`config.mk`:
```
export PLATFORM = sky130hd
export DESIGN_NAME = broken_down_time_to_epoch
export DESIGN_NICKNAME = d
export VERILOG_FILES = /design/src/rtl/bdte_pkg.sv /design/src/rtl/broken_down_time_to_epoch.sv /design/src/rtl/bdte_ctrl.sv /design/src/rtl/bdte_dp.sv
export SDC_FILE = /design/constraint.sdc
export NUM_CORES = 2
export LEC_CHECK = 0
export BUFFER_PORTS_ARGS = -buffer_cell sky130_fd_sc_hd__buf_2
export CAP_MARGIN = 20
export CORE_MARGIN = 8
export CORE_UTILIZATION = 25
export CTS_CLUSTER_SIZE = 10
export DETAILED_ROUTE_END_ITERATION = 10
export MAX_ROUTING_LAYER = met4
export PLACE_DENSITY_LB_ADDON = 0.05
export SYNTH_ARGS = -nofsm -noshare
export SYNTH_HDL_FRONTEND = slang
export SYNTH_SLANG_ARGS = --single-unit
```
`constraint.sdc`:
```
create_clock -name i_clk -period 14.1 [get_ports i_clk]
set_input_delay 2.82 -clock i_clk [delete_from_list [all_inputs] [get_ports i_clk]]
set_output_delay 2.82 -clock i_clk [all_outputs]
set_load 0.005 [all_outputs]
```
`src/rtl/bdte_pkg.sv`:
```
// bdte_pkg: shared types, constants and month-length table for
// broken_down_time_to_epoch; no dependencies
package bdte_pkg;

    localparam int LastYear = 2099;

    localparam logic RegZone     = 1'b0;
    localparam logic RegDaylight = 1'b1;

    typedef enum logic [6:0] {
        S_IDLE  = 7'b0000001,
        S_CARRY = 7'b0000010,
        S_YEARS = 7'b0000100,
        S_MONTH = 7'b0001000,
        S_NORM  = 7'b0010000,
        S_SECS  = 7'b0100000,
        S_OUT   = 7'b1000000
    } t_state;

    typedef struct packed {
        logic load;
        logic carry;
        logic years;
        logic month;
        logic norm;
        logic secs;
    } t_cmd;

    typedef struct packed {
        logic carry_done;
        logic years_done;
        logic month_done;
        logic norm_done;
        logic secs_done;
    } t_stat;

    // century test by reciprocal: y * 1311 >> 17 is y / 100 for every 12-bit y
    function automatic logic is_leap(input logic [11:0] y);
        logic [22:0] prod;
        logic [5:0]  q;
        logic [11:0] rem;
        prod = 23'(y) * 23'd1311;
        q = prod[22:17];
        rem = y - 12'(q) * 12'd100;
        is_leap = (y[1:0] == 2'd0) && ((rem != 12'd0) || (q[1:0] == 2'd0));
    endfunction

    function automatic logic [4:0] month_len(input logic [3:0] m, input logic leap);
        case (m)
            4'd1: month_len = leap ? 5'd29 : 5'd28;
            4'd3, 4'd5, 4'd8, 4'd10: month_len = 5'd30;
            default: month_len = 5'd31;
        endcase
    endfunction

endpackage

```
`src/rtl/broken_down_time_to_epoch.sv`:
```
// Broken-down time to epoch seconds: one item is taken at a time. Each carry of
// sixty seconds, sixty minutes, twenty-four hours or twelve months is its own step,
// then months and years are walked one a cycle while the day count from 1970 is
// stepped one year a cycle from 1970 alongside. The result word is loaded once the
// receiver has taken the previous one, and only then is a new item taken.
// depends on bdte_pkg, bdte_ctrl and bdte_dp
module broken_down_time_to_epoch (
    input  logic        i_clk,
    input  logic        i_rst_n,
    input  logic        s_axis_tvalid,
    output logic        s_axis_tready,
    // second_in, minute_in, hour_in, day_in, month_in, year_in
    input  logic [87:0] s_axis_tdata,
    // dst_flag
    input  logic        s_axis_tuser,
    output logic        m_axis_tvalid,
    input  logic        m_axis_tready,
    // second_out, minute_out, hour_out, day_out, month_out, year_out,
    // year_day, week_day, epoch_seconds, range_error
    output logic [87:0] m_axis_tdata,
    input  logic        i_cfg_we,
    input  logic        i_cfg_idx,
    input  logic [4:0]  i_cfg_data
);
    logic [4:0] r_zone;
    logic [1:0] r_dl;
    logic r_valid;
    logic busy, out_load;
    bdte_pkg::t_cmd cmd;
    bdte_pkg::t_stat stat;
    logic [5:0] so, mo; logic [4:0] ho, dyo; logic [3:0] mno; logic [7:0] yo;
    logic [8:0] ydo; logic [2:0] wdo; logic [32:0] eso; logic err;

    always_ff @(posedge i_clk) begin
        if (!i_rst_n) begin
            r_zone <= 5'd0;
            r_dl <= 2'd1;
            r_valid <= 1'b0;
        end else begin
            if (i_cfg_we && i_cfg_idx == bdte_pkg::RegZone) r_zone <= i_cfg_data;
            if (i_cfg_we && i_cfg_idx == bdte_pkg::RegDaylight) r_dl <= i_cfg_data[1:0];
            if (out_load) r_valid <= 1'b1;
            else if (m_axis_tready) r_valid <= 1'b0;
        end
    end

    always_ff @(posedge i_clk) begin
        if (out_load) m_axis_tdata <= {8'd0, err, eso, wdo, ydo, yo, mno, dyo, ho, mo, so};
    end

    assign s_axis_tready = !busy;
    assign m_axis_tvalid = r_valid;

    bdte_ctrl u_ctrl (
        .i_clk(i_clk), .i_rst_n(i_rst_n), .i_start(s_axis_tvalid),
        .i_out_free(!r_valid || m_axis_tready), .i_stat(stat), .o_cmd(cmd),
        .o_busy(busy), .o_out_load(out_load)
    );

    bdte_dp u_dp (
        .i_clk(i_clk), .i_cmd(cmd),
        .i_sec(s_axis_tdata[15:0]), .i_min(s_axis_tdata[31:16]),
        .i_hour(s_axis_tdata[47:32]), .i_day(s_axis_tdata[63:48]),
        .i_mon(s_axis_tdata[71:64]), .i_year(s_axis_tdata[79:72]),
        .i_dst(s_axis_tuser), .i_zone(r_zone), .i_dl(r_dl), .o_stat(stat),
        .o_sec(so), .o_min(mo), .o_hour(ho), .o_day(dyo), .o_mon(mno), .o_year(yo),
        .o_yday(ydo), .o_wday(wdo), .o_secs(eso), .o_err(err)
    );
endmodule

```
`src/rtl/bdte_ctrl.sv`:
```
// bdte_ctrl: sequencer for the conversion steps
// depends on bdte_pkg
module bdte_ctrl (
    input  logic           i_clk,
    input  logic           i_rst_n,
    input  logic           i_start,
    input  logic           i_out_free,
    input  bdte_pkg::t_stat i_stat,
    output bdte_pkg::t_cmd  o_cmd,
    output logic           o_busy,
    output logic           o_out_load
);
    bdte_pkg::t_state r_state, n_state;

    always_ff @(posedge i_clk) begin
        if (!i_rst_n) begin
            r_state <= bdte_pkg::S_IDLE;
        end else begin
            r_state <= n_state;
        end
    end

    always_comb begin
        n_state = r_state;
        o_cmd = '0;
        o_out_load = 1'b0;
        case (r_state)
            bdte_pkg::S_IDLE: begin
                if (i_start) begin
                    o_cmd.load = 1'b1;
                    n_state = bdte_pkg::S_CARRY;
                end
            end
            bdte_pkg::S_CARRY: begin
                o_cmd.carry = 1'b1;
                if (i_stat.carry_done) n_state = bdte_pkg::S_YEARS;
            end
            bdte_pkg::S_YEARS: begin
                o_cmd.years = 1'b1;
                if (i_stat.years_done) n_state = bdte_pkg::S_MONTH;
            end
            bdte_pkg::S_MONTH: begin
                o_cmd.month = 1'b1;
                if (i_stat.month_done) n_state = bdte_pkg::S_NORM;
            end
            bdte_pkg::S_NORM: begin
                o_cmd.norm = 1'b1;
                if (i_stat.norm_done) n_state = bdte_pkg::S_SECS;
            end
            bdte_pkg::S_SECS: begin
                o_cmd.secs = 1'b1;
                if (i_stat.secs_done) n_state = bdte_pkg::S_OUT;
            end
            bdte_pkg::S_OUT: begin
                if (i_out_free) begin
                    o_out_load = 1'b1;
                    n_state = bdte_pkg::S_IDLE;
                end
            end
            default: n_state = bdte_pkg::S_IDLE;
        endcase
    end

    assign o_busy = (r_state != bdte_pkg::S_IDLE);

`ifndef ASSERT_OFF
    a_load_idle: assert property (@(posedge i_clk) disable iff (!i_rst_n)
        o_cmd.load |-> !o_busy) else $error("load while busy");
    a_out_state: assert property (@(posedge i_clk) disable iff (!i_rst_n)
        o_out_load |=> !o_busy) else $error("no return to idle");
    a_onehot: assert property (@(posedge i_clk) disable iff (!i_rst_n)
        $onehot(r_state)) else $error("state not one-hot");
`endif
endmodule

```
`src/rtl/bdte_dp.sv`:
```
// bdte_dp: datapath; carries time fields, walks years and months, forms seconds
// depends on bdte_pkg
module bdte_dp (
    input  logic            i_clk,
    input  bdte_pkg::t_cmd  i_cmd,
    input  logic [15:0]     i_sec,
    input  logic [15:0]     i_min,
    input  logic [15:0]     i_hour,
    input  logic [15:0]     i_day,
    input  logic [7:0]      i_mon,
    input  logic [7:0]      i_year,
    input  logic            i_dst,
    input  logic [4:0]      i_zone,
    input  logic [1:0]      i_dl,
    output bdte_pkg::t_stat o_stat,
    output logic [5:0]      o_sec,
    output logic [5:0]      o_min,
    output logic [4:0]      o_hour,
    output logic [4:0]      o_day,
    output logic [3:0]      o_mon,
    output logic [7:0]      o_year,
    output logic [8:0]      o_yday,
    output logic [2:0]      o_wday,
    output logic [32:0]     o_secs,
    output logic            o_err
);
    // day count kept relative to the first of January of r_y, then to the start of its month
    logic signed [18:0] r_s, r_m, r_h;
    logic signed [19:0] r_d;
    logic signed [8:0]  r_mo;
    logic [11:0]        r_y;
    logic               r_dst;
    logic signed [4:0]  r_zone;
    logic [1:0]         r_dl;
    logic [3:0]         r_mcnt;
    logic signed [24:0] r_days;
    logic [8:0]         r_yday;
    logic [2:0]         r_wday;
    logic               r_err;
    logic [1:0]         r_ph;
    logic signed [36:0] r_acc;
    logic [8:0]         r_ystart;
    logic signed [24:0] r_ybase;
    logic [11:0]        r_yb_y;

    logic        leap;
    logic [8:0]  ylen;
    logic [4:0]  mlen;
    logic [11:0] ym1;
    logic [8:0]  pylen;
    logic [3:0]  pm;
    logic [4:0]  pmlen;
    logic        yr_fit;
    logic [15:0] wd_num;
    logic [32:0] wd_prod;
    logic [2:0]  wd_rem;

    assign leap  = bdte_pkg::is_leap(r_y);
    assign ylen  = leap ? 9'd366 : 9'd365;
    assign ym1   = r_y - 12'd1;
    assign pylen = bdte_pkg::is_leap(ym1) ? 9'd366 : 9'd365;
    assign mlen  = bdte_pkg::month_len(r_mcnt, leap);
    assign pm    = (r_mcnt == 4'd0) ? 4'd11 : r_mcnt - 4'd1;
    assign pmlen = bdte_pkg::month_len(pm, leap);
    assign yr_fit = (r_d >= 0) && (r_d < $signed({11'd0, ylen}));

    // weekday by reciprocal: x * 74899 >> 19 is x / 7 for every 16-bit x
    assign wd_num  = r_days[15:0] + 16'd4;
    assign wd_prod = {17'd0, wd_num} * 33'd74899;
    assign wd_rem  = 3'(wd_num - 16'(wd_prod[32:19]) * 16'd7);

    always_comb begin
        o_stat.carry_done = (r_s >= 0) && (r_s < 60) && (r_m >= 0) && (r_m < 60)
            && (r_h >= 0) && (r_h < 24) && (r_mo >= 0) && (r_mo < 12);
        o_stat.years_done = yr_fit && (r_mcnt == r_mo[3:0]) && (r_yb_y == r_y);
        o_stat.month_done = (r_mcnt == r_mo[3:0]);
        o_stat.norm_done  = (r_d >= 0) && (r_d < $signed({15'd0, mlen}));
        o_stat.secs_done  = (r_ph == 2'd3);
    end

    always_ff @(posedge i_clk) begin
        if (i_cmd.load) begin
            r_s    <= 19'($signed(i_sec));
            r_m    <= 19'($signed(i_min));
            r_h    <= 19'($signed(i_hour));
            r_d    <= 20'($signed(i_day)) - 20'sd1;
            r_mo   <= 9'($signed(i_mon));
            r_y    <= 12'd1900 + {4'd0, i_year};
            r_dst  <= i_dst;
            r_zone <= i_zone;
            r_dl   <= i_dl;
            r_mcnt <= 4'd0;
            r_ph   <= 2'd0;
        end else if (i_cmd.carry) begin
            if (r_s < 0) begin
                r_s <= r_s + 19'sd60; r_m <= r_m - 19'sd1;
            end else if (r_s >= 60) begin
                r_s <= r_s - 19'sd60; r_m <= r_m + 19'sd1;
            end else if (r_m < 0) begin
                r_m <= r_m + 19'sd60; r_h <= r_h - 19'sd1;
            end else if (r_m >= 60) begin
                r_m <= r_m - 19'sd60; r_h <= r_h + 19'sd1;
            end else if (r_h < 0) begin
                r_h <= r_h + 19'sd24; r_d <= r_d - 20'sd1;
            end else if (r_h >= 24) begin
                r_h <= r_h - 19'sd24; r_d <= r_d + 20'sd1;
            end else if (r_mo < 0) begin
                r_mo <= r_mo + 9'sd12; r_y <= r_y - 12'd1;
            end else if (r_mo >= 12) begin
                r_mo <= r_mo - 9'sd12; r_y <= r_y + 12'd1;
            end
            // reset r_mcnt; the years step folds months before r_mo into r_d one by one
            if (o_stat.carry_done) begin
                r_mcnt <= 4'd0;
            end
        end else if (i_cmd.years) begin
            if (r_mcnt != r_mo[3:0]) begin
                r_d <= r_d + 20'($signed({15'd0, mlen}));
                r_mcnt <= r_mcnt + 4'd1;
            end else if (r_d < 0) begin
                r_d <= r_d + 20'($signed({11'd0, pylen}));
                r_y <= ym1;
            end else if (!yr_fit) begin
                r_d <= r_d - 20'($signed({11'd0, ylen}));
                r_y <= r_y + 12'd1;
            end
        end else if (i_cmd.month) begin
            r_mcnt <= 4'd0;
        end else if (i_cmd.norm) begin
            if (r_d >= $signed({15'd0, mlen})) begin
                r_d <= r_d - 20'($signed({15'd0, mlen}));
                r_mcnt <= r_mcnt + 4'd1;
            end
        end else if (i_cmd.secs) begin
            r_ph <= r_ph + 2'd1;
            case (r_ph)
                2'd0: begin
                    r_err <= (r_y < 12'd1970) || (r_y > 12'(bdte_pkg::LastYear));
                    r_yday <= r_ystart + 9'(r_d);
                end
                2'd1: r_acc <= 37'(r_days) * 37'sd86400;
                2'd2: r_acc <= r_acc + 37'(r_h) * 37'sd3600 + 37'(r_m) * 37'sd60 + 37'(r_s)
                    + (37'(r_zone) - 37'($signed({1'b0, r_dst & r_dl[1], r_dst & r_dl[0]})))
                      * 37'sd3600;
                default: ;
            endcase
        end
    end

    // year_day is the sum of lengths of the months already passed plus the day
    always_ff @(posedge i_clk) begin
        if (i_cmd.load) begin
            r_ystart <= 9'd0;
        end else if (i_cmd.norm && (r_d >= $signed({15'd0, mlen}))) begin
            r_ystart <= r_ystart + {4'd0, mlen};
        end
    end

    // days from 1970 to Jan 1 of r_y, stepped alongside the year walk
    always_ff @(posedge i_clk) begin
        if (i_cmd.load) begin
            r_ybase <= 25'sd0;
            r_yb_y  <= 12'd1970;
        end else if (r_yb_y < r_y) begin
            r_ybase <= r_ybase + 25'($signed({1'b0, bdte_pkg::is_leap(r_yb_y) ? 9'd366 : 9'd365}));
            r_yb_y  <= r_yb_y + 12'd1;
        end else if (r_yb_y > r_y) begin
            r_ybase <= r_ybase - 25'($signed({1'b0,
                bdte_pkg::is_leap(r_yb_y - 12'd1) ? 9'd366 : 9'd365}));
            r_yb_y  <= r_yb_y - 12'd1;
        end
    end

    always_ff @(posedge i_clk) begin
        if (i_cmd.secs && r_ph == 2'd0) begin
            r_days <= r_ybase + 25'(r_ystart) + 25'(r_d);
        end
        if (i_cmd.secs && r_ph == 2'd1) begin
            r_wday <= wd_rem;
        end
    end

    always_comb begin
        o_err  = r_err;
        o_sec  = r_err ? '0 : r_s[5:0];
        o_min  = r_err ? '0 : r_m[5:0];
        o_hour = r_err ? '0 : r_h[4:0];
        o_day  = r_err ? '0 : 5'(r_d + 20'sd1);
        o_mon  = r_err ? '0 : r_mcnt;
        o_year = r_err ? '0 : 8'(r_y - 12'd1900);
        o_yday = r_err ? '0 : r_yday;
        o_wday = r_err ? '0 : r_wday;
        o_secs = r_err ? '0 : r_acc[32:0];
    end
endmodule
```
==> out/results.tsv <==
metric	value	unit
outcome	completed	
yosys.cell_types.count	96	
globalRouteOverflowTotal	0	
worst_ep_arrival_time	13250	ps
antenna_violations_before_repair	11	
worst_setup_sp_type	flop	
synth.top_cells.by_count	ha_1 (1011), inv_1 (867), fa_1 (431)	
timing_hold_violations_final	0	
timing.rr.start	u_dp.r_y[3]$_DFFE_PP_	
dr_total_vias	36300	
drv_slew	0	
io_pins	190	
design.die.area	0.212	mm^2
grt_first_pass_wirelength	244000	um
hold_path.class	reg2reg	
fin_nets	6981	
critPathSlowestCell	edfxtp_1	
placeableCoreArea	0.197	mm^2
synth.top_cells.by_area	ha_1 (26%), fa_1 (17%), edfxtp_1 (16%)	
postCtsSetupRepairBufs	0	
die_h	461	um
whs	425	ps
finalCoreUtilization	28.1	%
ant_nets	0	
timing.hold.worst.start	r_zone[1]$_SDFFE_PN0P_	
worst_slew_pin_slew	1080	ps
nFillCells	21200	
fin_worst_skew	27.3	ps
rsz0062_at_grt	no	
post_route_cells_drive_above_1_share	7.34	%
setup_total_negative_slack	0	ps
timing.reg2reg.setup_slack	1210	ps
insertion_delay	650	ps
ys_dominant_reg_cell	edfxtp_1	
grt_pass1_vias	38800	
worst_slew_margin_rel	27.9	%
number_of_synthesized_flops_with_an_enable_pin	257	
detailedPlacementHpwl	132000	um
grt_util_all_layers	15.3	%
cts_repair_resize_count	0	
asyncSetResetFlopFracSynth	0	%
min_delay_worst_endpoint	u_dp.r_zone[1]$_DFFE_PP_	
cts.reportedPaths.clkPinSlew	60	ps
layout.cells.non_filler	8121	
worstPathMaxFanout	9	
grt_start_max_net_pins	69	
yosys_warnings	0	
cts.root.buffer_cell	clkbuf_16	
critical_path.max_stage_delay	610	ps
route.detailed.drc	0	
cts_made_buffers	49	
port_buffers	173	
std_cell_rows	163	
post_synth.cell_area_avg	9.44	um^2
yosys.cell_count.top_type	ha_1	
areaGrowthSynthToFinish	11.9	%
gp_routability_congestion	0.791	
syn-cell-area	0.0495	mm^2
drt-pass1-iter-count	7	
cts_buffer_depth	3	
timing.rr.end	u_dp.r_d[14]$_DFFE_PP_	
h-tree-depth	2	
postSynthCellCount	5241	
finalSetupViolations	0	
tritoncts	yes	
worst_setup_ep_type	flop	
postSynthRegisterBits	324	
worst_hold_path.num_cells	0	
top_cell_by_count_worst_path	ha_1	
wl_per_cell	19.6	um
finalWirelength	160000	um
synth_sequential_area_ratio	18.3	%
critPathKind	reg2reg	
synth_largest_type_area_fraction	25.6	%
start_util	25.1	%
drt_iter0_markers	1605	
timing.critical_path.required	14460	ps
clock_sinks	324	
detail_route.vias_per_cell	4.47	
reg2regPathDepth	49	
synth_top_cell_by_area	ha_1	
min_clock_period_post_route	12890	ps
cts-hold-fix-buffers	0	
cap_violations	0	
max_freq	0.0776	GHz
final.period_utilization	91.4	%
post-place-cells	8027	
die_width	461	um
-- placed cells by master, fill, tap and decap left out, drive strengths merged, types with 98 or more instances in the layout --
cell	Yosys	final
xnor2	294	294
edfxtp	257	257
nand2	315	315
buf	34	254
nor2b	98	98
ha	1011	1011
nor2	262	262
xor2	134	134
o21ai	238	238
a21oi	297	297
fa	431	431
inv	870	873
-- kinds of logic after synthesis --
| logic type | Yosys count | synth area share, % |
|---|---|---|
| AOI/OAI and AO/OA | 955 | 12.1 |
| buffers and inverters | 986 | 7.62 |
| muxes | 35 | 0.729 |
| other | 1 | 0.00758 |
| adders and majority gates | 1445 | 43.1 |
| xor gates and xnor gates | 429 | 7.66 |
| and+or+nand+nor | 1066 | 10.5 |
| DFF | 324 | 18.3 |
-- critical path, delay by kind of cell, from the launching register on --
kind | cells | cell delay [ps]
fa+ha+maj | 14 | 4800
compound gates | 18 | 3830
xor+xnor | 5 | 1360
buf+inv | 7 | 1330
flops | 1 | 610
simple gates | 4 | 490
mux | 1 | 150
-- through the flow --
step / setup WS, ps / area [um^2]
global route: 117 / 55400
CTS: 905 / 55400
global placement: 930 / 53800
finish: 1210 / 55400
floorplan: 1670 / 49500
detailed placement: 1030 / 53800
-- final cells by class --
type                       instances  area (um^2)  share of cell area, %
multi-input combinational       3938        36700                   66.3
sequential                       324         9060                   16.4
tap                             2640         3300                   5.97
inverter                         872         3280                   5.92
timing repair buffer             254         1470                   2.66
clock buffer                      64         1290                   2.33
clock inverter                    27          234                  0.423
antenna                            2         5.00                0.00904
-- worst max path at each step --
| stage | cells after the start | to | from | slack, ps |
|---|---|---|---|---|
| 2_1_floorplan | 56 | u_dp.r_ybase[24]$_SDFFE_PP0P_ | u_dp.r_yb_y[2]$_SDFFE_PP0P_ | 1670 |
| 3_3_place_gp | 55 | u_dp.r_ybase[24]$_SDFFE_PP0P_ | u_dp.r_yb_y[2]$_SDFFE_PP0P_ | 930 |
| 3_5_place_dp | 57 | u_dp.r_ybase[24]$_SDFFE_PP0P_ | u_dp.r_yb_y[2]$_SDFFE_PP0P_ | 1030 |
| 4_1_cts | 57 | u_dp.r_ybase[24]$_SDFFE_PP0P_ | u_dp.r_yb_y[2]$_SDFFE_PP0P_ | 910 |
| 5_1_grt | 57 | u_dp.r_ybase[24]$_SDFFE_PP0P_ | u_dp.r_yb_y[2]$_SDFFE_PP0P_ | 120 |
| 6_report | 49 | u_dp.r_d[14]$_DFFE_PP_ | u_dp.r_y[3]$_DFFE_PP_ | 1210 |
-- sequential cells by signal, indices dropped and copies added, names as in the netlist, 2 cells and up --
name,count
u_dp.r_d,20
r_zone,5
u_dp.r_acc,33
u_dp.r_h,19
u_dp.r_s,19
u_dp.r_mo,9
r_dl,2
u_dp.r_dl,2
u_dp.r_mcnt,4
u_dp.r_ybase,25
u_dp.r_ph,2
u_dp.r_y,12
u_dp.r_yday,9
u_dp.r_zone,5
u_dp.r_days,25
u_dp.r_yb_y,12
u_dp.r_wday,3
u_ctrl.r_state,7
u_dp.r_m,19
m_axis_tdata,80
u_dp.r_ystart,9
-- routing by layer --
metal	track usage (%)	part of all wire [%]	up-vias	wire [um]
met5	-	0	-	0
met4	2.21	1.3	0	2140
met3	1.34	2.3	103	3650
met2	27.1	50	388	80200
met1	19.5	46	17600	73500
li1	-	-	18200	-
Power is left out: the tool's default activity adds up to more than one toggle a clock period on the data nets, which glitch-free logic cannot reach.
